==> src/tcw_pkg.sv <==
`timescale 1ns / 1ps

package tcw_pkg;

  // Default geometry of the console and depth of the attribute stack.
  localparam int COLUMNS_DEF     = 80;
  localparam int ROWS_DEF        = 25;
  localparam int STACK_DEPTH_DEF = 32;

  // Depth of the queue between the front and the back.
  localparam int QUEUE_DEPTH = 2;

  // Field widths fixed by the interface.
  localparam int CMD_W  = 3;
  localparam int BYTE_W = 8;
  localparam int COLOR_W = 4;
  localparam int IDX_W  = 11;

  // Command codes on the input channel.
  localparam logic [CMD_W-1:0] CMD_PUT_CHAR = 3'd0;
  localparam logic [CMD_W-1:0] CMD_PUSH     = 3'd1;
  localparam logic [CMD_W-1:0] CMD_POP      = 3'd2;
  localparam logic [CMD_W-1:0] CMD_CLEAR    = 3'd3;
  localparam logic [CMD_W-1:0] CMD_READ     = 3'd4;

  // Character and attribute constants.
  localparam logic [BYTE_W-1:0] CH_RETURN   = 8'd13;
  localparam logic [BYTE_W-1:0] CH_NEWLINE  = 8'd10;
  localparam logic [BYTE_W-1:0] CH_BLANK    = 8'h20;
  localparam logic [BYTE_W-1:0] ASCII_LIMIT = 8'h80;
  localparam logic [BYTE_W-1:0] RESET_ATTR  = 8'h07;
  localparam logic [BYTE_W-1:0] ZERO_ATTR   = 8'h00;

  // Classified operations handed from the front to the back.
  typedef enum logic [2:0] {
    OP_NOP,
    OP_WRITE,
    OP_RETURN,
    OP_NEWLINE,
    OP_PUSH,
    OP_POP,
    OP_CLEAR,
    OP_READ
  } op_t;

  // One queued operation: data is the character for a write and the
  // packed attribute for a push.
  typedef struct packed {
    op_t               op;
    logic [BYTE_W-1:0] data;
    logic [IDX_W-1:0]  idx;
  } cmd_t;

  // Sequencer states of the back end.
  typedef enum logic [2:0] {
    ST_INIT,
    ST_IDLE,
    ST_EXEC,
    ST_FILL,
    ST_POP,
    ST_READ,
    ST_DONE
  } state_t;

endpackage

==> src/tcw_front.sv <==
`timescale 1ns / 1ps

module tcw_front #(
  parameter int COLUMNS = tcw_pkg::COLUMNS_DEF,
  parameter int ROWS    = tcw_pkg::ROWS_DEF
) (
  input  logic                         clk,
  input  logic                         rst_n,
  input  logic                         in_valid,
  output logic                         in_ready,
  input  logic [tcw_pkg::CMD_W-1:0]    in_command,
  input  logic [tcw_pkg::BYTE_W-1:0]   in_char_code,
  input  logic [tcw_pkg::COLOR_W-1:0]  in_fore_color,
  input  logic [tcw_pkg::COLOR_W-1:0]  in_back_color,
  input  logic [tcw_pkg::IDX_W-1:0]    in_cell_index,
  input  logic                         cfg_valid,
  output logic                         cfg_ready,
  input  logic                         cfg_data,
  input  logic                         q_full,
  input  logic                         init_busy,
  output logic                         q_push,
  output tcw_pkg::cmd_t                q_cmd
);

  localparam int CELL_COUNT = COLUMNS * ROWS;

  logic                        mono_r;
  logic                        idx_ok;
  logic [tcw_pkg::BYTE_W-1:0]  push_attr;

  // Configuration register; writes are always taken.
  assign cfg_ready = 1'b1;

  always_ff @(posedge clk) begin
    if (!rst_n) begin
      mono_r <= 1'b0;
    end else if (cfg_valid && cfg_ready) begin
      mono_r <= cfg_data;
    end
  end

  // Items enter the queue when it has room and the screen is not being initialized.
  assign in_ready = !q_full && !init_busy;
  assign q_push   = in_valid && in_ready;

  // A read beyond the screen returns zeros, so it becomes a no-op.
  assign idx_ok = ({21'd0, in_cell_index} < 32'(CELL_COUNT));

  // Attribute for a push: color packing or the monochrome rule.
  always_comb begin
    if (mono_r) begin
      push_attr = (in_fore_color == in_back_color) ? tcw_pkg::ZERO_ATTR
                                                   : tcw_pkg::RESET_ATTR;
    end else begin
      push_attr = {in_back_color, in_fore_color};
    end
  end

  // Classify the incoming item into one back-end operation.
  always_comb begin
    q_cmd.op   = tcw_pkg::OP_NOP;
    q_cmd.data = in_char_code;
    q_cmd.idx  = in_cell_index;
    case (in_command)
      tcw_pkg::CMD_PUT_CHAR: begin
        if (in_char_code >= tcw_pkg::ASCII_LIMIT) begin
          q_cmd.op = tcw_pkg::OP_NOP;
        end else if (in_char_code == tcw_pkg::CH_RETURN) begin
          q_cmd.op = tcw_pkg::OP_RETURN;
        end else if (in_char_code == tcw_pkg::CH_NEWLINE) begin
          q_cmd.op = tcw_pkg::OP_NEWLINE;
        end else begin
          q_cmd.op = tcw_pkg::OP_WRITE;
        end
      end
      tcw_pkg::CMD_PUSH: begin
        q_cmd.op   = tcw_pkg::OP_PUSH;
        q_cmd.data = push_attr;
      end
      tcw_pkg::CMD_POP: begin
        q_cmd.op = tcw_pkg::OP_POP;
      end
      tcw_pkg::CMD_CLEAR: begin
        q_cmd.op = tcw_pkg::OP_CLEAR;
      end
      tcw_pkg::CMD_READ: begin
        q_cmd.op = idx_ok ? tcw_pkg::OP_READ : tcw_pkg::OP_NOP;
      end
      default: begin
        q_cmd.op = tcw_pkg::OP_NOP;
      end
    endcase
  end

endmodule

==> config.mk <==
export PLATFORM = sky130hd
export DESIGN_NAME = tcw_front
export DESIGN_NICKNAME = d
export VERILOG_FILES = /design/src/tcw_pkg.sv /design/src/tcw_front.sv
export SDC_FILE = /design/constraint.sdc
export NUM_CORES = 1
export LEC_CHECK = 0
export ABC_AREA = 1
export BUFFER_PORTS_ARGS = -buffer_cell sky130_fd_sc_hd__clkbuf_2
export CORE_UTILIZATION = 33
export DETAILED_ROUTE_END_ITERATION = 12
export GPL_TIMING_DRIVEN = 0
export PLACE_DENSITY = 0.83
export RECOVER_POWER = 25
export SKIP_LAST_GASP = 1
export SYNTH_ARGS = -nofsm -noshare
export SYNTH_HDL_FRONTEND = slang
export SYNTH_SLANG_ARGS = --single-unit
==> constraint.sdc <==
create_clock -name clk -period 1.35 [get_ports clk]
set_clock_uncertainty 0.2 [all_clocks]
set_input_delay 0.0675 -clock clk [delete_from_list [all_inputs] [get_ports clk]]
set_output_delay 0.0675 -clock clk [all_outputs]
set_load 0.05 [all_outputs]
Word level (Yosys, flattened, before mapping). Cells that the tools add are included.

Register bits: 1. Word-level logic and storage cells: 23.

Magnitude comparators: 2. Equal/unequal tests: 7. Mux-type cells: 8. Reductions and logical operators: 5.

Operator list (count): $eq A8 B4 Y1 const B (2); $mux W8 (2); $pmux W3 S5 (1); $lt A11 B11 Y1 const B (1); $ge A8 B8 Y1 const B (1); $eq A3 B2 Y1 const B (2); $mux W2 (3); $mux W3 (2); $eq A4 B4 Y1 (1); $eq A3 B1 Y1 const B (1); $eq A3 B3 Y1 const B (1); $logic_not A3 Y1 (1); $logic_and A1 B1 Y1 (2); $logic_not A1 Y1 (2).

Longest topological paths before layout.
Word-level depth: 5. Depth in mapped cells: 7. Mapped depth without buffers: 7.

Least setup slack after synthesis. Ideal clock, no wire load.

Path kind: reg-to-output. Start: register mono_r. End: output q_cmd[14] (netlist name). Arrival: 1532 ps. Setup slack: -449 ps. Stages on the path, launching flop included: 2. Path buffers: 0. Cells stage by stage: dfxtp_1 o31ai_1.

RTL lines: start, declared (line tcw_front.sv:27) `logic mono_r;`; start signal, assigned (line tcw_front.sv:38) `mono_r <= cfg_data;`; end, declared (line tcw_front.sv:22) `output tcw_pkg::cmd_t q_cmd`.

==> summary.md <==
| Metric | Value |
|---|---|
| Largest family of logic cells by synthesized area | `simple AND/OR/NAND/NOR gates` |
| GP Congestion | `0.781` |
| Gate count of the mapped netlist | `92` |
| Core area | `about 1300 sq um` |
| Layout fillers | `150` |
| Die Area | `1620 sq um` |
| Synth Area in Adders | `0%` |
| Combinational Power Share | `92.0%` |
| Fin cells | `approximately 160` |
| Row cnt | `13` |
| CP required | `1.08 ns` |
| Yosys warning total | `0` |
| Vias/cell | `4.63` |
| Post-synth EDFFs | `0` |
| Max-cap violations | `0` |
| M3 GR Usage | `0%` |
| Tmin final | `1.29 ns` |
| Syn_area_per_cell | `5.25 sq um` |
| Sw Ratio | `63.6%` |
| Largest cells by area after synthesis | `buf_4, nand2_1, inv_1` |
| Number of placed I/O pins | `62` |
| Initial antenna violation count | `0` |
| NumNets Final | `187` |
| Fin Hold WS | `~0.066 ns` |
| Mux cell area share after synthesis | `0%` |
| Max reg flops | `1` |
| Leak Pwr | `0.508 nW` |
| Setup WS pre-CTS | `0.0442 ns` |
| Slew Limit Headroom | `approximately 60%` |
| PD cells | `529 nW/um^2` |
| Share of layout cells above drive strength 1 | `about half` |
| Area occupied by multi-input gates | `just over 300 sq um` |
| Routed length per placed instance | `slightly above 9 um` |
| Sequential power share | `under 10%` |
| Die Ht | `40.3 um` |
| Syn nets | `between 100 and 150` |
| GR Layer Usage met2 | `between 40% and 50%` |
| R2R Setup Slk | `0.48 ns` |
| Biggest regs | `mono_r (1)` |
| Post-placement cell area | `803 sq um` |
| Buffers on Ports | `56` |
| Period utilization | `~96%` |
| Clock-pin transition on the worst setup and hold timing paths | `0 ns` |
| Diodes inserted | `0` |
| Drt first pass iters | `4` |
| Post CTS Setup Buffer Count | `0` |
| Slew Limit Fails | `0` |
| F_max | `0.774 GHz` |
| Routed Antenna Nets | `0` |
| Vias in the first global route | `635` |
| Largest net degree at the start of global routing | `11` |
| CP peak stage delay | `0.32 ns` |
| Synth area leader | `buf_4` |
| Final Hold Viols | `0` |
| Starting DRC count in detailed routing | `12` |
| Max Fanout on Critical Path | `7` |
| Register bit count reported by yosys | `1` |
| Synth Cell Area | `just under 500 sq um` |
| Via count | `755` |
| Total track usage | `19.9%` |
| Placed Cells | `163` |
| Post-Route WL | `1490 um` |
| HPWL after DPL | `1360 um` |
| Final WS setup | `0.0576 ns` |
| Status | `finished, final reports clean` |
| HP Class | `input pin to register` |
| M1 GR Usage | `21.4%` |
| Max VDD drop | `0.270 mV` |
| Synth top cells by count | `nand2_1, inv_1, buf_4` |
| Simple-gate share of the synthesized area | `41.2%` |
| Top Usage Layer GRT | `met2` |
| Top-count cell post-synth | `nand2_1` |
| Remaining DRCs | `0` |
| NetSw | `about 0.00027 W` |
| Final Cell Area | `815 sq um` |
| Global-route wire length before repair | `2320 um` |
| Crit path cell chain | `inv_1 -> a21oi_1 -> a21oi_2 -> buf_2` |
| Final setup fails | `0` |
| Compound-Gate Fraction of Synth Area | `18.1%` |
| Top-area cell type share of the netlist area | `18.7%` |
| Ys async rst share | `0%` |
| Register area share after synthesis | `under 10%` |
| Clk_lat worst skew | `0 ns` |
| Initial Utilization | `36.2%` |
| CP arrival | `about 1.0 ns` |
| Power share of the clock group | `0%` |
| Area Overhead vs Synth | `68.7%` |
| Congestion Overflow GR | `0` |
| Biggest register | `mono_r` |
| Register area | `20.0 sq um` |
| Post-synthesis xor/xnor area fraction | `0%` |
| Worst slew pin tran | `0.597 ns` |
| CP Class | `register to primary output` |
| CP Launch Type | `register` |
| Die W | `40.3 um` |
| Crit path max-delay cell type | `dfxtp_1` |
| Unrepaired setup endpoints after global routing | `true` |
| Post-synth top flop | `dfxtp_1` |
| Setup TNS | `0 ns` |
| Critical Path End Type | `primary output` |
| Synth cell types | `18` |
| Internal | `between 0.00015 and 0.0002 W` |
-- through the flow --
| step | power, W | utilization, % |
|---|---|---|
| floorplan | 0.000312 | - |
| detailed placement | 0.000425 | 60.2 |
| CTS | 0.000426 | 60.2 |
| finish | 0.000431 | 61.1 |
| global placement | 0.000419 | 60.2 |
| global route | 0.000460 | 61.1 |
-- layout make-up --
type / count / area share, %
sequential: 1 / 2.46
inverter: 19 / 8.76
buffer: 13 / 12.4
tap: 15 / 2.30
timing repair buffer: 56 / 35.8
multi-input combinational: 59 / 38.2
-- logic make-up after synthesis --
| family | count (synthesis) |
|---|---|
| AO/OA/AOI/OAI | 17 |
| buffers and inverters | 32 |
| flip-flops | 1 |
| other | 1 |
| AND/OR/NAND/NOR | 41 |
-- worst paths after layout --
kind / depth (start not counted) / start / endpoint
max: 4 / mono_r / q_cmd[13]
min: 2 / cfg_valid / mono_r
max reg2reg: 2 / mono_r / mono_r
min reg2reg: 2 / mono_r / mono_r
-- critical path: cells and delay by family, from the launching register on --
kind                   cells  cell delay, ns
buffers and inverters      2            0.44
DFF                        1            0.32
AOI/OAI and AO/OA          2            0.26
-- power groups by stage --
stage	clock network, W	logic [W]	registers [W]
floorplan	0	0.000278	0.0000340
global placement	0	0.000384	0.0000345
detailed placement	0	0.000390	0.0000346
CTS	0	0.000391	0.0000346
global route	0	0.000425	0.0000349
finish	0	0.000396	0.0000347
-- per-layer routing --
layer | share of wire, % | routed length, um
met1 | 38 | 569
met2 | 56 | 832
met4 | 0 | 0
met3 | 6.1 | 91
met5 | 0 | 0
-- layout by cell type (no fill, tap or decap) --
cell type | netlist | final
nand4_1 | 4 | 4
buf_4 | 12 | 13
conb_1 | 1 | 1
nor3b_2 | 0 | 1
nor2_1 | 6 | 6
nand3_1 | 9 | 9
inv_2 | 3 | 3
clkbuf_4 | 0 | 6
inv_1 | 16 | 16
buf_2 | 0 | 1
o21ai_1 | 4 | 4
nor2_2 | 2 | 2
a21oi_2 | 0 | 3
clkbuf_1 | 0 | 5
o21ai_0 | 4 | 4
dfxtp_1 | 1 | 1
buf_6 | 1 | 1
clkbuf_2 | 0 | 43
a21oi_1 | 8 | 5
nand2_1 | 17 | 17
nor3_1 | 1 | 1
o31ai_2 | 0 | 1
nand3_4 | 1 | 1
-- repair_timing --
action | CTS | global route
setup endpoints to repair | 0 | 8
resized for setup | 0 | 16
hold buffers | 0 | 0
Note: power is estimated with default switching activity, not from simulation.
