===== src/tcw_pkg.sv =====
`timescale 1ns / 1ps

package tcw_pkg;

  // Default geometry of the console and depth of the attribute stack.
  localparam int COLUMNS_DEF     = 80;
  localparam int ROWS_DEF        = 25;
  localparam int STACK_DEPTH_DEF = 32;

  // Depth of the queue between the front and the back.
  localparam int QUEUE_DEPTH = 2;

  // Field widths fixed by the interface.
  localparam int CMD_W  = 3;
  localparam int BYTE_W = 8;
  localparam int COLOR_W = 4;
  localparam int IDX_W  = 11;

  // Command codes on the input channel.
  localparam logic [CMD_W-1:0] CMD_PUT_CHAR = 3'd0;
  localparam logic [CMD_W-1:0] CMD_PUSH     = 3'd1;
  localparam logic [CMD_W-1:0] CMD_POP      = 3'd2;
  localparam logic [CMD_W-1:0] CMD_CLEAR    = 3'd3;
  localparam logic [CMD_W-1:0] CMD_READ     = 3'd4;

  // Character and attribute constants.
  localparam logic [BYTE_W-1:0] CH_RETURN   = 8'd13;
  localparam logic [BYTE_W-1:0] CH_NEWLINE  = 8'd10;
  localparam logic [BYTE_W-1:0] CH_BLANK    = 8'h20;
  localparam logic [BYTE_W-1:0] ASCII_LIMIT = 8'h80;
  localparam logic [BYTE_W-1:0] RESET_ATTR  = 8'h07;
  localparam logic [BYTE_W-1:0] ZERO_ATTR   = 8'h00;

  // Classified operations handed from the front to the back.
  typedef enum logic [2:0] {
    OP_NOP,
    OP_WRITE,
    OP_RETURN,
    OP_NEWLINE,
    OP_PUSH,
    OP_POP,
    OP_CLEAR,
    OP_READ
  } op_t;

  // One queued operation: data is the character for a write and the
  // packed attribute for a push.
  typedef struct packed {
    op_t               op;
    logic [BYTE_W-1:0] data;
    logic [IDX_W-1:0]  idx;
  } cmd_t;

  // Sequencer states of the back end.
  typedef enum logic [2:0] {
    ST_INIT,
    ST_IDLE,
    ST_EXEC,
    ST_FILL,
    ST_POP,
    ST_READ,
    ST_DONE
  } state_t;

endpackage


===== src/tcw_fifo.sv =====
`timescale 1ns / 1ps

module tcw_fifo (
  input  logic          clk,
  input  logic          rst_n,
  input  logic          push,
  input  tcw_pkg::cmd_t push_cmd,
  output logic          full,
  input  logic          pop,
  output tcw_pkg::cmd_t pop_cmd,
  output logic          empty
);

  localparam int PTR_W = (tcw_pkg::QUEUE_DEPTH > 1) ? $clog2(tcw_pkg::QUEUE_DEPTH) : 1;
  localparam int CNT_W = $clog2(tcw_pkg::QUEUE_DEPTH + 1);

  tcw_pkg::cmd_t    entry_r [tcw_pkg::QUEUE_DEPTH];
  logic [PTR_W-1:0] wr_ptr_r, wr_ptr_nxt;
  logic [PTR_W-1:0] rd_ptr_r, rd_ptr_nxt;
  logic [CNT_W-1:0] count_r, count_nxt;
  logic             do_push, do_pop;

  assign full    = (count_r == CNT_W'(tcw_pkg::QUEUE_DEPTH));
  assign empty   = (count_r == '0);
  assign do_push = push && !full;
  assign do_pop  = pop && !empty;
  assign pop_cmd = entry_r[rd_ptr_r];

  // Pointer and fill-count updates.
  always_comb begin
    wr_ptr_nxt = wr_ptr_r;
    rd_ptr_nxt = rd_ptr_r;
    count_nxt  = count_r;
    if (do_push) begin
      wr_ptr_nxt = (wr_ptr_r == PTR_W'(tcw_pkg::QUEUE_DEPTH - 1)) ? '0 : wr_ptr_r + PTR_W'(1);
    end
    if (do_pop) begin
      rd_ptr_nxt = (rd_ptr_r == PTR_W'(tcw_pkg::QUEUE_DEPTH - 1)) ? '0 : rd_ptr_r + PTR_W'(1);
    end
    if (do_push && !do_pop) begin
      count_nxt = count_r + CNT_W'(1);
    end else if (do_pop && !do_push) begin
      count_nxt = count_r - CNT_W'(1);
    end
  end

  always_ff @(posedge clk) begin
    if (!rst_n) begin
      wr_ptr_r <= '0;
      rd_ptr_r <= '0;
      count_r  <= '0;
    end else begin
      wr_ptr_r <= wr_ptr_nxt;
      rd_ptr_r <= rd_ptr_nxt;
      count_r  <= count_nxt;
    end
  end

  // Queue storage.
  always_ff @(posedge clk) begin
    if (do_push) begin
      entry_r[wr_ptr_r] <= push_cmd;
    end
  end

endmodule


===== config.mk =====
export PLATFORM = sky130hd
export DESIGN_NAME = tcw_fifo
export DESIGN_NICKNAME = d
export VERILOG_FILES = /design/src/tcw_pkg.sv /design/src/tcw_fifo.sv
export SDC_FILE = /design/constraint.sdc
export NUM_CORES = 1
export LEC_CHECK = 0
export BUFFER_PORTS_ARGS = -buffer_cell sky130_fd_sc_hd__buf_2
export CAP_MARGIN = 0
export CORE_MARGIN = 2
export CORE_UTILIZATION = 51
export CTS_CLUSTER_SIZE = 28
export DETAILED_ROUTE_END_ITERATION = 8
export PLACE_DENSITY = 0.85
export SETUP_SLACK_MARGIN = 0.1
export SKIP_CTS_REPAIR_TIMING = 1
export SLEW_MARGIN = 5
export SYNTH_ARGS = -nofsm -noshare
export SYNTH_HDL_FRONTEND = slang
export SYNTH_SLANG_ARGS = --single-unit

===== constraint.sdc =====
create_clock -name clk -period 2.1 [get_ports clk]
set_input_delay 0.42 -clock clk [delete_from_list [all_inputs] [get_ports clk]]
set_output_delay 0.42 -clock clk [all_outputs]
set_load 0.1 [all_outputs]

# Word-level counts from Yosys, hierarchy flattened
# Memory sizes are Yosys's and may differ from the RTL's. A register that Yosys moved wholly into a read port is not among the register bits.
# Cells that the tools add are included.
[classes] n_addsub=4 eq_ne=1 n_reduce_logical=10 mux=8
[op_table] op="1-bit two-way mux" count=6
[op_table] op="1-bit logical AND" count=4
[op_table] op="1-bit zero test" count=4
[op_table] op="2-bit two-way mux" count=2
[op_table] op="1-bit adder, second input constant" count=2
[op_table] op="2-bit by 1-bit adder with 2-bit output, second input constant" count=1
[op_table] op="2-bit == test, second input constant" count=1
[op_table] op="2-bit zero test" count=1
[op_table] op="2-bit nonzero test" count=1
[op_table] op="2-bit by 1-bit subtractor with 2-bit output, second input constant" count=1
[totals] register_bits=4 in_bits=26 ramBits=44 output_inout_bits=24 wordCells=27 n_memories=1
[mem_list] name="entry_r" depth=2 width=22 rd=1 rd_clocked_by_memory_dff=1 write_ports=1 line_no="tcw_fifo.sv:17" text="tcw_pkg::cmd_t entry_r [tcw_pkg::QUEUE_DEPTH];"

# Longest topological paths before layout
# Gate-level depths: netlist of the first run.
[depth] depth_word=7 ltp_mapped=7

# Worst setup path after synthesis of the first run
# OpenSTA, ideal clock, no wires.
[synth_path] kind="reg2reg" startpoint="register count_r[0]" endpoint="memory entry_r[0][0] (netlist bit), enable pin" setup_ps=399 n_path_buf=0 t_arrival_ps=1732 path_stages_with_launch=4 path_slack_ps=-31 path_cell_list="dfxtp_1 > nand2b_1 > inv_2 > nor3_2"
[synth_between] elab_chain_cells=5
[synth_lines] element="from (decl)" line_no="tcw_fifo.sv:20" text="logic [CNT_W-1:0] count_r, count_nxt;"
[synth_lines] element="from (signal assigned)" line_no="tcw_fifo.sv:55" text="count_r <= count_nxt;"
[synth_lines] element="2-bit == test" line_no="tcw_fifo.sv:23" text="assign full = (count_r == CNT_W'(tcw_pkg::QUEUE_DEPTH));"
[synth_lines] element="net full" line_no="tcw_fifo.sv:8" text="output logic full,"
[synth_lines] element="1-bit zero test" line_no="tcw_fifo.sv:25" text="assign do_push = push && !full;"
[synth_lines] element="1-bit logical AND" line_no="tcw_fifo.sv:25"
[synth_lines] element="1-bit two-way mux" line_no="tcw_fifo.sv:61" text="if (do_push) begin"
[synth_lines] element="1-bit two-way mux (implied by the code)" line_no="tcw_fifo.sv:62" text="entry_r[wr_ptr_r] <= push_cmd;"
[synth_lines] element="to (decl)" line_no="tcw_fifo.sv:17"
# The timed path passes the listed nets, and every way through them passes these cells.

==> results of run 1 <==
-- cells in the mapped netlist --
library cell,instances,share of area
and2_1,3,0.010
xnor2_1,2,0.0097
ha_1,1,0.0069
nor2_1,2,0.0041
and3_1,1,0.0035
xor2_1,1,0.0048
o21ai_0,1,0.0028
o21ai_1,1,0.0028
o21a_1,1,0.0041
a21boi_1,1,0.0041
mux2_2,22,0.14
buf_2,2,0.0055
nand2b_1,1,0.0035
dfxtp_1,5,0.055
nor3_2,1,0.0055
a21boi_0,1,0.0041
inv_1,1,0.0021
or3_1,1,0.0035
edfxtp_1,44,0.73
inv_2,1,0.0021
-- layout by cell type (no fill, tap or decap), types with 2 or more instances in the layout --
master,count
edfxtp_1,44
buf_2,27
mux2_2,22
buf_12,22
buf_4,6
clkbuf_4,5
dfxtp_1,4
and2_1,3
xnor2_1,2
-- registers in the layout, summed over array words and instances (netlist names), named ones only --
name      count
count_r       2
rd_ptr_r      1
wr_ptr_r      1
entry_r      44
-- stage by stage --
step / setup TNS (ns) / setup slack (ns) / cells / hold WS [ns] / util
floorplan: 0 / 0.2488 / 93 / 0.4939 / -
global placement: 0 / 0.4555 / 191 / 0.5066 / 0.7381
detailed placement: 0 / 0.3751 / 191 / 0.5473 / 0.7381
CTS: -0.3691 / -0.04401 / 199 / 0.2174 / 0.7645
global route: 0 / 0.1071 / 201 / 0.2158 / 0.7712
finish: 0 / 0.1883 / 201 / 0.2369 / 0.7712
-- path summary, 6_finish.rpt --
kind                                  endpoint  depth (start not counted)  slack (ns)    startpoint
worst max-delay path               pop_cmd[17]                          3        0.19          flop
worst min-delay path            entry_r[0][18]                          1        0.24  push_cmd[18]
worst max register to register      count_r[1]                          6        0.44    count_r[0]
worst min register to register      count_r[1]                          2        0.56    count_r[1]
-- per-layer routing --
| layer | vias to the layer above | part of all wire | GRT usage |
|---|---|---|---|
| met5 | - | 0 | 0 |
| li1 | 476 | - | - |
| met2 | 31 | 0.53 | 0.3197 |
| met3 | 8 | 0.040 | 0.05357 |
| met4 | 0 | 0.026 | 0.09239 |
| met1 | 492 | 0.40 | 0.2076 |
-- worst register-to-register path: stages (launching register included) --
cell and delay [ns]:
dfxtp_1 0.46, nand2b_1 0.19, inv_2 0.07, nor2_1 0.10
ha_1 0.27, or3_1 0.35, a21boi_1 0.15
-- cell families (layout without fill, tap and decap cells) --
logic type,count (synthesis),after routing,synth area share
and+or+nand+nor,9,9,0.03038
DFF,49,49,0.7840
xor gates and xnor gates,3,3,0.01450
adders and majority gates,1,1,0.006900
buffers and inverters,4,66,0.009658
AOI/OAI and AO/OA,5,5,0.01794
muxes,22,22,0.1366
-- cell type report --
class | instances | area (µm²)
clock inverters | 2 | 37.54
repair buffers | 56 | 631.9
fillers | 203 | 769.5
inverters | 2 | 7.507
flip-flops and latches | 49 | 1425
clock buffers | 6 | 51.30
well taps | 46 | 57.56
multi-input cells | 40 | 382.9
==> reports/results.tsv, run 1 <==
stage	metric	value	unit
routing	Routed Antenna Nets	0	
synth	Post-Synthesis Cells	93	
global_routing	initial antenna violation count	0	
finish	Nets	181	
sta	Tmin final	1.912	ns
clocking	Clock transition at path regs	0.14	ns
clocking	CTS Buffer Depth	2	
place	Post-DP Area	2482	µm²
sta	measured slew at the worst slew-check pin	0.4855	ns
die	Initial Util	0.5391	
routing	drt initial violations	31	
global_routing	largest net degree at the start of global routing	23	
clocking	TritonCTS clock tree	built	
critical_path	crit-path cells	buf_4 > mux2_2 > buf_12	
synth	post-synthesis cell type count	20	
critical_path	CP Data Required Time	1.68	ns
critical_path	Max stage delay cell, worst path	dfxtp_4	
clocking	CTS Buf Count	5	
finish	cell area after layout	2594	µm²
synth	synthesized flop and latch total	49	
sta	Fmax achieved	0.5231	GHz
die	# rows	21	
die	Core Area	3363	µm²
critical_path	type of the worst setup path	reg -> out	
global_routing	first-pass GRT wire length	5361	µm
critical_path	Crit path buffers/inverters	2	
die	Die ar.	4048	µm²
finish	Layout area overhead	43.06	%
routing	routed len/inst	17.14	µm
critical_path	arrival time at the worst endpoint	1.49	ns
routing	DRT Wirelength	3445	µm
min_path	Tightest Hold Check Type	in -> reg	
critical_path	Crit path largest cell delay	0.41	ns
routing	DRT Pass-1 Iters	4	
clocking	H-tree Lvls	2	
global_routing	total global-route track usage	0.1850	
synth	Avg Inst Size Synth	19.49	µm²
routing	# DRC	0	
finish	diodes inserted	0	
place	GPL Wtd Cong	0.6466	
finish	share of layout cells above drive strength 1	0.5806	
sta	clk_skew	0.009170	ns
sta	Final Hold Fails	0	
sta	Tcrit/Tclk final	0.9103	
place	HPWL reported at the end of detailed placement	2347	µm
routing	Vias per Instance	5.010	
synth	sequential fraction of the synthesis area	0.7840	
critical_path	Max FO, Critical Path	7	
critical_path	Worst setup EP type	output port	
place	I/O Buffers	49	
run	max cap viols	0	
global_routing	gr ovfl total	0	
die	I/O Pins	50	
synth	Ys Warns	0	
critical_path	kind of start point of the critical path	flop	
routing	total number of vias	1007	
die	Die X	63.62	µm
status	status	finished clean	
sta	Max-slew headroom	0.6786	
clocking	Sink Count	49	
global_routing	vias in the first global route	1061	
clocking	Root Driver	clkbuf_4	
synth	Post-Syn Area	1813	µm²
sta	Final Slew Violations	0	
sta	unrepaired setup endpoints after global routing	false	
synth	Synthesized Nets	120	
die	die height	63.62	µm
clocking	clk_lat worst skew	0.36	ns
sta	Final Setup Violations	0	
critical_path	cell family with most CP delay	flip-flops	
Power of run 1 is left out: the tool's default activity adds up to more than one toggle a clock period on the data nets, which glitch-free logic cannot reach.
==> run 2, diff against run 1 <==
--- a/config.mk
+++ b/config.mk
@@ -5,6 +5,7 @@
 export SDC_FILE = /design/constraint.sdc
 export NUM_CORES = 1
 export LEC_CHECK = 0
+export ABC_AREA = 1
 export BUFFER_PORTS_ARGS = -buffer_cell sky130_fd_sc_hd__buf_2
 export CAP_MARGIN = 0
 export CORE_MARGIN = 2
==> run 2 against run 1 <==
  * Utilization shrank 1.6 points
  * Final cell count grew 6.0%
  * Critical path depth is the same
  * Routed wire length shrank 5.2%
  * Via count grew 5.0%
  * Register-to-register slack gained 0.13 ns
  * Worst setup slack gained 0.0065 ns
  * Global-route usage is essentially flat
  * Area after synthesis grew 1.4%
  * Critical path type unchanged
==> reports/results.tsv, run 2 <==
stage	metric	value	unit
routing	wl on met1	1137	µm
place	I/O Buffers	49	
synth	adder-cell share of the synthesized area	0.006803	
clocking	CTS Buf Count	5	
synth	most frequent cell after synthesis	edfxtp_1	
power_and_ir_drop	Logic pwr share	0.556	
global_routing	largest net degree at the start of global routing	16	
synth	Synthesized Nets	133	
power_and_ir_drop	PwrDens	1495	nW/µm²
routing	met3 wire length	190	µm
power_and_ir_drop	maximum VDD drop	0.001047	V
finish	max reg flops	44	
synth	main combinational cell family by area after synthesis	multiplexers	
die	I/O Pins	50	
power_and_ir_drop	P_int	2.063	mW
synth	Post-synth EDFFs	44	
critical_path	CP Data Required Time	1.68	ns
routing	met2 wire length	1835	µm
routing	Routed Antenna Nets	0	
finish	non-filler cells, final	213	
min_path	Hold Startpoint	push_cmd[6]	
synth	Synth Area in XOR/XNOR	0	
finish	fillcell total	200	
finish	most common cell after layout, fill and taps aside	edfxtp_1	
routing	DRT Wirelength	3265	µm
critical_path	Worst setup EP type	output port	
finish	Layout area overhead	39.25	%
synth	sequential fraction of the synthesis area	0.7728	
global_routing	first-pass GRT wire length	5319	µm
min_path	Tightest Hold Check Type	in -> reg	
synth	post-synth top area cell	edfxtp_1	
power_and_ir_drop	Pleak	0.9912	nW
sta	Tcrit/Tclk final	0.9073	
global_routing	vias in the first global route	1164	
routing	Vias per Instance	4.962	
synth	async set-reset flop share out of synthesis	0	
critical_path	Max FO, Critical Path	11	
synth	Ys Warns	0	
synth	Post-Synthesis Cells	106	
power_and_ir_drop	sequential fraction of design power	0.338	
clocking	clk_lat worst skew	0.36	ns
global_routing	initial antenna violation count	0	
critical_path	type of the worst setup path	reg -> out	
synth	post-synthesis cell type count	15	
clocking	Root Driver	clkbuf_4	
synth	Synth area leaders	edfxtp_1, mux2_2, dfxtp_1	
clocking	TritonCTS clock tree	built	
sta	total negative setup slack	0	ns
routing	# DRC	0	
sta	Final Hold Fails	0	
global_routing	total global-route track usage	0.1845	
die	Die X	64.06	µm
finish	post-layout util	0.7556	
finish	Nets	193	
clocking	H-tree Lvls	2	
critical_path	reg2reg end	count_r[1]	
min_path	WHS Path Cells	1	
min_path	Min-Delay Endpoint	entry_r[1][6]	
routing	drt initial violations	30	
place	placed cells	205	
finish	commonest cells after routing, fill and taps aside	edfxtp_1, buf_2, mux2_2, buf_12, inv_1	
sta	Final Slew Violations	0	
sta	clk_skew	0.01169	ns
finish	biggest regs	entry_r (44), count_r (2)	
routing	total number of vias	1057	
clocking	Clock transition at path regs	0.13	ns
die	Core Area	3390	µm²
synth	Post-Syn Area	1839	µm²
sta	Final Setup Violations	0	
global_routing	gr ovfl total	0	
power_and_ir_drop	Net Switching	1.765	mW
sta	worst hold slack	0.2408	ns
critical_path	reg2reg setup slack	0.57	ns
synth	share of Yosys cell area claimed by the top area cell type	0.7184	
critical_path	Worst Reg2Reg Path Length in Cells	9	
die	# rows	21	
synth	post-synthesis compound-gate area fraction	0.01293	
routing	DRT Pass-1 Iters	4	
die	Die ar.	4103	µm²
die	Initial Util	0.5426	
sta	measured slew at the worst slew-check pin	0.4854	ns
synth	Avg Inst Size Synth	17.35	µm²
place	GPL Wtd Cong	0.6778	
finish	diodes inserted	0	
critical_path	arrival time at the worst endpoint	1.49	ns
critical_path	kind of start point of the critical path	flop	
finish	share of layout cells above drive strength 1	0.5449	
synth	Post-Synth Simple-Gate Area	0.04218	
synth	post-synthesis mux area share	0.1347	
run	max cap viols	0	
finish	area occupied by multi-input gates	371.6	µm²
power_and_ir_drop	clock power share	0.107	
power_and_ir_drop	Sw Share	0.4611	
sta	unrepaired setup endpoints after global routing	false	
sta	Max-slew headroom	0.6786	
finish	largest reg by FF count	entry_r	
sta	Fmax achieved	0.5249	GHz
clocking	CTS Buffer Depth	2	
clocking	Sink Count	49	
routing	routed len/inst	15.33	µm
synth	top cells by count, synth	edfxtp_1, mux2_2, nor2_1	
finish	register area	1421	µm²
critical_path	Critical R2R Launch	count_r[1]	
synth	synthesized flop and latch total	49	
synth	Top FF cell, synth	edfxtp_1	
sta	Tmin final	1.905	ns
routing	highest routed layer	met4	
die	die height	64.06	µm
place	HPWL reported at the end of detailed placement	2534	µm
status	status	finished clean	
[run 2: changes by cell type after synthesis, sizes merged, moves of 2 or more]
cell	before	now
nor2	2	11
inv	2	9
nand2	0	6
and2	3	0
a21boi	2	0
xnor2	2	0
[run 2: metal layers]
| metal | track usage | up-vias |
|---|---|---|
| met5 | 0 | - |
| met4 | 0.1060 | 0 |
| met3 | 0.06514 | 8 |
| met2 | 0.3268 | 37 |
| met1 | 0.1855 | 506 |
| li1 | - | 506 |
[run 2: worst max-delay path: stages (launching register included)]
cell,delay [ns]
dfxtp_1,0.35
buf_4,0.20
mux2_2,0.40
buf_12,0.17
[run 2: logic make-up after synthesis]
logic type	after synthesis
flops	49
mux	22
simple gates	19
buf+inv	11
compound gates	4
fa+ha+maj	1
[run 2: stage by stage]
| step | power (mW) | setup WS [ns] | cell area, µm² |
|---|---|---|---|
| CTS | 3.858 | 0.1645 | 2561 |
| detailed placement | 3.456 | 0.5862 | 2505 |
| floorplan | 2.739 | 0.1681 | 1844 |
| global route | 3.972 | 0.1048 | 2561 |
| finish | 3.828 | 0.1947 | 2561 |
| global placement | 3.402 | 0.6087 | 2505 |
[run 2: how the worst max path moves through the flow]
stage / from / endpoint / slack (ns) / cells after the start
after global placement: flop / pop_cmd[19] / 0.61 / 3
after detailed placement: count_r[1] / count_r[1] / 0.59 / 9
after floorplan: count_r[0] / count_r[1] / 0.17 / 9
after global routing: flop / pop_cmd[19] / 0.10 / 3
after CTS: flop / pop_cmd[19] / 0.16 / 3
final: flop / pop_cmd[19] / 0.19 / 3
[run 2: area by class of cell]
type,count,area share
inverters,9,0.01319
clock buffers,6,0.01612
clock inverters,2,0.005862
multi-input cells,46,0.1451
flip-flops and latches,49,0.5550
repair buffers,55,0.2423
well taps,46,0.02247
[run 2: power by group through the flow]
stage / combinational [mW] / clock [mW] / sequential (mW)
final: 2.13 / 0.408 / 1.29
after global routing: 2.21 / 0.458 / 1.31
after CTS: 2.14 / 0.420 / 1.29
after detailed placement: 2.14 / 0 / 1.32
after global placement: 2.10 / 0 / 1.30
after floorplan: 1.43 / 0 / 1.31
Power figures use the tool's default switching activity.
==> run 3, diff against run 2 <==
--- a/config.mk
+++ b/config.mk
@@ -5,14 +5,13 @@
 export SDC_FILE = /design/constraint.sdc
 export NUM_CORES = 1
 export LEC_CHECK = 0
-export ABC_AREA = 1
 export BUFFER_PORTS_ARGS = -buffer_cell sky130_fd_sc_hd__buf_2
 export CAP_MARGIN = 0
 export CORE_MARGIN = 2
 export CORE_UTILIZATION = 51
 export CTS_CLUSTER_SIZE = 28
 export DETAILED_ROUTE_END_ITERATION = 8
-export PLACE_DENSITY = 0.85
+export PLACE_DENSITY = 0.83
 export SETUP_SLACK_MARGIN = 0.1
 export SKIP_CTS_REPAIR_TIMING = 1
 export SLEW_MARGIN = 5
==> run 3 against run 2 <==
  * Utilization up 0.81 points
  * Final cell count down 6.6%
  * Routed wire length down 7.4%
  * Flip-flop and latch count unchanged
  * Maximum frequency down 0.78%
  * Via count down 6.0%
  * Largest cell class unchanged
==> reports/results.tsv, run 3 (same netlist as run 1, synthesis figures left out) <==
stage	metric	value	unit
sta	Fmax achieved	0.5208	GHz
sta	worst hold slack	0.2461	ns
global_routing	M2 GR Usage	0.2737	
finish	commonest cells after routing, fill and taps aside	edfxtp_1, buf_2, mux2_2, buf_12, clkbuf_4	
finish	cell area after layout	2569	µm²
sta	unrepaired setup endpoints after global routing	false	
finish	Nets	179	
finish	share of layout cells above drive strength 1	0.5686	
status	status	finished clean	
clocking	clk_lat worst skew	0.35	ns
sta	measured slew at the worst slew-check pin	0.4831	ns
global_routing	met1 Resource Use GR	0.1980	
sta	total negative setup slack	0	ns
critical_path	crit-path cells	buf_4 > mux2_2 > buf_12	
clocking	H-tree Lvls	2	
global_routing	GR Layer Usage met3	0.05714	
run	max cap viols	0	
routing	DRT Pass-1 Iters	5	
sta	Max-slew headroom	0.6802	
die	I/O Pins	50	
die	Die X	63.62	µm
sta	Tmin final	1.920	ns
routing	Vias per Instance	4.995	
critical_path	type of the worst setup path	reg -> out	
critical_path	Crit path largest cell delay	0.42	ns
min_path	Tightest Hold Check Type	in -> reg	
sta	Final Hold Fails	0	
finish	diodes inserted	0	
finish	most common cell after layout, fill and taps aside	edfxtp_1	
sta	Tcrit/Tclk final	0.9144	
die	Initial Util	0.5391	
sta	Final Setup Violations	0	
clocking	TritonCTS clock tree	built	
global_routing	total global-route track usage	0.1652	
place	Post-DP Area	2482	µm²
routing	drt initial violations	28	
routing	Routed Antenna Nets	0	
global_routing	first-pass GRT wire length	4912	µm
critical_path	Max stage delay cell, worst path	dfxtp_4	
critical_path	Worst setup EP type	output port	
sta	Final Slew Violations	0	
clocking	Root Driver	clkbuf_4	
critical_path	cell family with most CP delay	flip-flops	
place	HPWL reported at the end of detailed placement	2264	µm
global_routing	gr ovfl total	0	
clocking	CTS Buf Count	5	
critical_path	kind of start point of the critical path	flop	
die	Die ar.	4048	µm²
routing	routed len/inst	15.20	µm
finish	max reg flops	44	
routing	DRT Wirelength	3025	µm
place	GPL Wtd Cong	0.6704	
critical_path	arrival time at the worst endpoint	1.50	ns
global_routing	initial antenna violation count	0	
clocking	Sink Count	49	
routing	# DRC	0	
die	die height	63.62	µm
critical_path	Crit path buffers/inverters	2	
critical_path	Max FO, Critical Path	7	
finish	biggest regs	entry_r (44), count_r (2)	
finish	largest reg by FF count	entry_r	
die	Core Area	3363	µm²
sta	clk_skew	0.003284	ns
routing	total number of vias	994	
global_routing	vias in the first global route	1049	
finish	Layout area overhead	41.68	%
die	# rows	21	
global_routing	Most Used Layer, Global Route	met2	
global_routing	largest net degree at the start of global routing	23	
place	I/O Buffers	49	
clocking	Clock transition at path regs	0.13	ns
critical_path	CP Data Required Time	1.68	ns
clocking	CTS Buffer Depth	2	
finish	fillcell total	227	
==> run 3: cell count changes in the layout (fill, tap and decap cells not counted), sizes merged, moves of 2 or more <==
| cell | change |
|---|---|
| xnor2 | +2 |
| inv | -7 |
| a21boi | +2 |
| nand2 | -6 |
| nor2 | -9 |
| and2 | +3 |
==> run 3: area by class of cell <==
class | instances | area, µm² | area share
tap | 46 | 57.56 | 0.02241
multi-input combinational | 40 | 382.9 | 0.1491
clock buffer | 5 | 37.54 | 0.01461
clock inverter | 3 | 41.29 | 0.01607
sequential | 49 | 1425 | 0.5548
timing repair buffer | 54 | 616.8 | 0.2401
inverter | 2 | 7.507 | 0.002923
==> run 3: per-stage QoR <==
stage	utilization	instances	worst slack (ns)
2_1_floorplan	-	93	0.2488
3_3_place_gp	0.7381	191	0.4422
3_5_place_dp	0.7381	191	0.3943
4_1_cts	0.7615	199	-0.03319
5_1_grt	0.7638	199	0.1046
6_report	0.7638	199	0.1797
==> run 3: path summary, 6_finish.rpt <==
path	startpoint	slack, ns	cells past startpoint	end
hold reg to reg	count_r[1]	0.56	2	count_r[1]
setup reg to reg	count_r[0]	0.43	6	count_r[1]
setup / recovery	flop	0.18	3	pop_cmd[10]
hold / removal	push_cmd[13]	0.25	1	entry_r[1][13]
==> run 3: worst reg2reg max path: stages (launching register included) <==
cell	delay, ns
dfxtp_1	0.46
nand2b_1	0.19
inv_2	0.07
nor2_1	0.10
ha_1	0.28
or3_1	0.36
a21boi_1	0.15
==> run 3: layer usage <==
metal | part of all wire | wire length [µm]
met4 | 0.012 | 37
met1 | 0.37 | 1131
met3 | 0.058 | 176
met2 | 0.56 | 1679
met5 | 0 | 0
Power of run 3 is left out for the same reason.
